===== config.mk =====
export PLATFORM = sky130hd
export DESIGN_NAME = cmnd_ctrl
export DESIGN_NICKNAME = d
export VERILOG_FILES = /design/src/cmnd_pkg.sv /design/src/cmnd_ctrl.sv
export SDC_FILE = /design/constraint.sdc
export NUM_CORES = 1
export LEC_CHECK = 0
export ABC_AREA = 0
export ABC_CLOCK_PERIOD_IN_PS = 1500
export BUFFER_PORTS_ARGS = -buffer_cell sky130_fd_sc_hd__buf_2
export CAP_MARGIN = 15
export CORE_AREA = 2 2 39 41
export CTS_CLUSTER_DIAMETER = 80
export DETAILED_ROUTE_END_ITERATION = 8
export DIE_AREA = 0 0 41 43
export GPL_ROUTABILITY_DRIVEN = 0
export MAX_ROUTING_LAYER = met4
export SLEW_MARGIN = 20
export SYNTH_ARGS = -nofsm -noshare
export SYNTH_HDL_FRONTEND = slang
export SYNTH_SLANG_ARGS = --single-unit

===== constraint.sdc =====
create_clock -name aclk -period 1.5 [get_ports aclk]
set_clock_uncertainty 0.2 [all_clocks]
set_input_delay 0.3 -clock aclk [delete_from_list [all_inputs] [get_ports aclk]]
set_output_delay 0.3 -clock aclk [all_outputs]
set_load 0.05 [all_outputs]

===== src/cmnd_pkg.sv =====
// ----------------------------------------------------------------------------
// cmnd_pkg
// Types and codes shared by the constellation map and detect unit.
// ----------------------------------------------------------------------------
package cmnd_pkg;

    // Fixed field widths of the channels.
    localparam int SYM_W        = 8;
    localparam int FIELD_W      = 16;
    localparam int NUM_FIELDS   = 4;
    localparam int DIST_OUT_W   = 35;
    localparam int MAX_SAMPLE_W = 24;
    localparam int ACTION_W     = 2;

    // Configuration port.
    localparam int CFG_INDEX_W = 1;
    localparam int CFG_DATA_W  = 4;
    localparam int BPS_W       = 4;
    localparam int CIU_W       = 3;
    localparam int MAX_BPS     = 8;

    localparam logic [CFG_INDEX_W-1:0] REG_BITS_PER_SYMBOL = 1'd0;
    localparam logic [CFG_INDEX_W-1:0] REG_COORDS_IN_USE   = 1'd1;

    localparam logic [BPS_W-1:0] BPS_RESET = 4'd4;
    localparam logic [CIU_W-1:0] CIU_RESET = 3'd4;

    // Item actions.
    localparam logic [ACTION_W-1:0] ACT_WRITE  = 2'd0;
    localparam logic [ACTION_W-1:0] ACT_MAP    = 2'd1;
    localparam logic [ACTION_W-1:0] ACT_DETECT = 2'd2;

    // Parameter defaults.
    localparam int MAX_POINTS_DEF   = 256;
    localparam int COORDS_DEF       = 4;
    localparam int SAMPLE_WIDTH_DEF = 16;

    // Commands from the controller to the datapath.
    typedef struct packed {
        logic capture;
        logic map_read;
        logic scan_read;
        logic out_load;
    } cmd_t;

    // Status from the datapath to the controller.
    typedef struct packed {
        logic scan_last;
        logic pipe_busy;
        logic out_free;
    } status_t;

endpackage


===== src/cmnd_ctrl.sv =====
// ----------------------------------------------------------------------------
// cmnd_ctrl
// Controller: sequences write, map and detect items over the datapath.
// ----------------------------------------------------------------------------
module cmnd_ctrl (
    input  logic                               aclk,
    input  logic                               aresetn,
    input  logic                               s_valid,
    output logic                               s_ready,
    input  logic [cmnd_pkg::ACTION_W-1:0]      s_action,
    input  cmnd_pkg::status_t                  status,
    output cmnd_pkg::cmd_t                     cmd
);

    localparam logic [2:0] S_IDLE   = 3'd0;
    localparam logic [2:0] S_MAP_RD = 3'd1;
    localparam logic [2:0] S_SCAN   = 3'd2;
    localparam logic [2:0] S_DRAIN  = 3'd3;
    localparam logic [2:0] S_RESULT = 3'd4;

    logic [2:0] state_reg;
    logic [2:0] state_next;

    always_comb begin
        state_next = state_reg;
        cmd        = '0;
        case (state_reg)
            S_IDLE: begin
                if (s_valid) begin
                    cmd.capture = 1'b1;
                    case (s_action)
                        cmnd_pkg::ACT_MAP:    state_next = S_MAP_RD;
                        cmnd_pkg::ACT_DETECT: state_next = S_SCAN;
                        default:              state_next = S_IDLE;
                    endcase
                end
            end
            S_MAP_RD: begin
                cmd.map_read = 1'b1;
                state_next   = S_RESULT;
            end
            S_SCAN: begin
                cmd.scan_read = 1'b1;
                if (status.scan_last) begin
                    state_next = S_DRAIN;
                end
            end
            S_DRAIN: begin
                if (!status.pipe_busy) begin
                    state_next = S_RESULT;
                end
            end
            S_RESULT: begin
                if (status.out_free) begin
                    cmd.out_load = 1'b1;
                    state_next   = S_IDLE;
                end
            end
            default: begin
                state_next = S_IDLE;
            end
        endcase
    end

    always_ff @(posedge aclk) begin
        if (!aresetn) begin
            state_reg <= S_IDLE;
        end else begin
            state_reg <= state_next;
        end
    end

    assign s_ready = (state_reg == S_IDLE);

endmodule


Yosys cells after proc, flatten, opt, wreduce, memory -nomap -nowiden
Cells that the tools add are included.
{"block": "op_classes", "n_mux": 12, "n_eq_ne": 10, "n_reduce_logical": 2}
{"op": "one-hot mux 3 bit (5 select lines)", "n": 1}
{"op": "2-to-1 mux 3 bit", "n": 4}
{"op": "inequality test 2 bit (second input constant)", "n": 4}
{"op": "equality test 3 x 2 -> 1 bit (second input constant)", "n": 2}
{"op": "2-to-1 mux 1 bit", "n": 6}
{"op": "one-hot mux 2 bit (2 select lines)", "n": 1}
{"op": "AND reduction 4 bit", "n": 1}
{"op": "equality test 3 x 1 -> 1 bit (second input constant)", "n": 1}
{"op": "equality test 3 bit (second input constant)", "n": 1}
{"op": "logical NOT 3 bit", "n": 1}
{"op": "equality test 2 x 1 -> 1 bit (second input constant)", "n": 1}
{"op": "equality test 2 bit (second input constant)", "n": 1}
{"block": "totals", "inputBits": 8, "wordCells": 25, "regBits": 3}

Longest topological paths before layout
{"block": "logic_depth", "depth_word": 4, "ltp_mapped": 5, "mapped_depth_nobuf": 4}

Worst setup path before layout
OpenSTA, ideal clock, no wires.
{"block": "synth_timing", "path_type": "flip-flop to output port", "startpoint": "register state_reg[0]", "endpoint": "output cmd[3] (netlist name)", "arrival_time_ps": 2105, "setup_slack_ps": -1105, "stages_incl_launch_ff": 4, "cell_sequence": "dfxtp_1 -> buf_6 -> nor3_1 -> and2_1"}
{"element": "start, declared", "line": "cmnd_ctrl.sv:21", "text": "logic [2:0] state_reg;"}
{"element": "start signal, assigned", "line": "cmnd_ctrl.sv:69", "text": "state_reg <= state_next;"}
{"element": "end, declared", "line": "cmnd_ctrl.sv:12", "text": "output cmnd_pkg::cmd_t cmd"}

==> flow_summary.ini <==
[run_status]
status = finished, violations left
violations = negative setup slack

[critical_path]
r2r_setup_slack_ps = 90
r2r-end = state_reg[2]
end_kind = output port
rr_worst_depth = 5
critPathRequiredTime_ps = 1000
crit_arrival_ps = 1080
cp_max_fo = 7
path_class = flop to output port
startpoint_type = flop
r2r-start = state_reg[0]

[sta]
min_period_ps = 1580
fin_ws_ps = -76.4
tightest_slew_ps = 247
hold_slack_ps = 133
fin_crit_sh = 1.05
setup-violations-final = 5
slew_violations = 0
hold_viol_final = 0
slew_headroom = 0.837
max_freq_ghz = 0.634
rsz0062_at_grt = true

[logic_synthesis]
synth_cells = 29
synthArstFlopShare = 0
yosys_warnings = 0
synth-edff-count = 0
synth-seq-cells = 3
synth_ff_type = dfxtp_1
synthesis.nets = 37
yosysUniqueCellTypes = 19
synth_area_per_cell_um2 = 7.68
synthesis.area_um2 = 223
yosysSeqAreaShare = 0.270

[routing]
drt_iter0_markers = 4
drc_errors = 0
drt_first_pass_iters = 4
totalWireLength_um = 628
num_vias = 266
via_per_inst = 4.16
wire_per_inst_um = 9.81
ant_nets = 0

[job]
maxCapViolCount = 0

[global_route]
grt_max_degree = 9
grt_pass1_vias = 229
gr-total-overflow = 0
grtUsageTotal = 0.0782
antenna_found_initial = 0
grt_pass1_wl_um = 841

[clock_tree]
hold_buffers = 0
ctsRootBufferMaster = clkbuf_4
cts_tree = done
clockBufferDepth = 2
htree_num_levels = 1
clock_sinks = 3
cts_buffers = 3
worstSkewPairLatency_ps = 230
path_clk_slew_ps = 40

[finish]
area_growth_pct = 93.3
largest_reg_flops = 3
num-fill-cells = 157
post-route-util = 0.311
layout_commonest_cell = buf_2
n_antenna_cell = 0
drive_above_1_share = 0.646
fin_cells = 64
final_nets = 57

[floorplanning]
start_util = 0.161
core_region_area_mm2 = 0.00138
top_level_ports = 13
num_rows = 14
die_w_um = 41
die-height_um = 43
die_area_mm2 = 0.00176

[hold_path]
hold_path.class = input port to flop
hp-start = aresetn
whs_path_depth = 3
min_to = state_reg[1]

[power_and_ir_drop]
p_per_area_mw_per_mm2 = 1070
finalPower_uw = 462
vdd_ir_drop_max_mv = 0.349
p_leak_uw = 0.000205

[placed_design]
dp.cells = 56
dp_hpwl_um = 388
io_buffers = 12
[cells in the mapped netlist, types with 2 or more instances]
library cell | n | area share
dfxtp_1 | 3 | 0.27
nor2b_1 | 2 | 0.056
nor2_1 | 3 | 0.051
and2_1 | 2 | 0.056
nand2_1 | 4 | 0.067
nor3_1 | 2 | 0.045
[kinds of logic (layout without fill, tap and decap cells)]
logic type             Yosys count  in the layout  synth area share
AOI/OAI and AO/OA                5              5             0.157
buffers and inverters            1             20            0.0506
and+or+nand+nor                 19             19             0.478
muxes                            1              1            0.0449
DFF                              3              3             0.270
[what timing repair did]
action / in CTS / in global routing
endpoints found under the setup margin: 5 / 6
resized for setup: 15 / 5
pin swaps: 1 / 2
setup buffers: 2 / 2
hold endpoints to repair: 0 / 0
[worst max-delay path by stage]
stage          cells past startpoint     end    startpoint  slack (ps)
2_1_floorplan                      2  cmd[3]  state_reg[1]        -190
3_3_place_gp                       2  cmd[2]  state_reg[0]           7
3_5_place_dp                       2  cmd[2]  state_reg[0]        -0.1
4_1_cts                            3  cmd[3]  state_reg[1]         -90
5_1_grt                            3  cmd[3]  state_reg[2]        -120
6_report                           3  cmd[3]  state_reg[2]         -80
[layout make-up]
| cell class | count | area, um^2 | area share |
|---|---|---|---|
| sequential | 3 | 71.3 | 0.166 |
| timing repair buffer | 16 | 120 | 0.279 |
| multi-input combinational | 25 | 193 | 0.448 |
| tap | 16 | 20.0 | 0.0465 |
| clock buffer | 4 | 26.3 | 0.0610 |
[through the flow]
stage | setup TNS (ps) | cell area [um^2] | worst slack [ps]
floorplan | -378 | 249 | -192
global placement | 0 | 318 | 6.91
detailed placement | -0.124 | 318 | -0.124
CTS | -255 | 400 | -87.0
global route | -371 | 430 | -116
finish | -199 | 430 | -76.4
[power by group]
part / leakage (uW) / switching, uW / internal [uW]
Sequential: 0.0000267 / 21.5 / 89.4
Clock: 0.0000150 / 43.9 / 99.8
Combinational: 0.000164 / 115 / 92.3
[worst max-delay path: stages (launching register included)]
cell and delay [ps]:
dfxtp_4 370, nor3_4 170, and2_4 160, buf_8 130
[routing by layer]
layer | global-route usage | wire length, um
met1 | 0.0932 | 276
met2 | 0.0906 | 303
met3 | 0.0314 | 48
met4 | 0.0800 | 0
met5 | - | 0
Note: power is estimated with default switching activity, not from simulation.
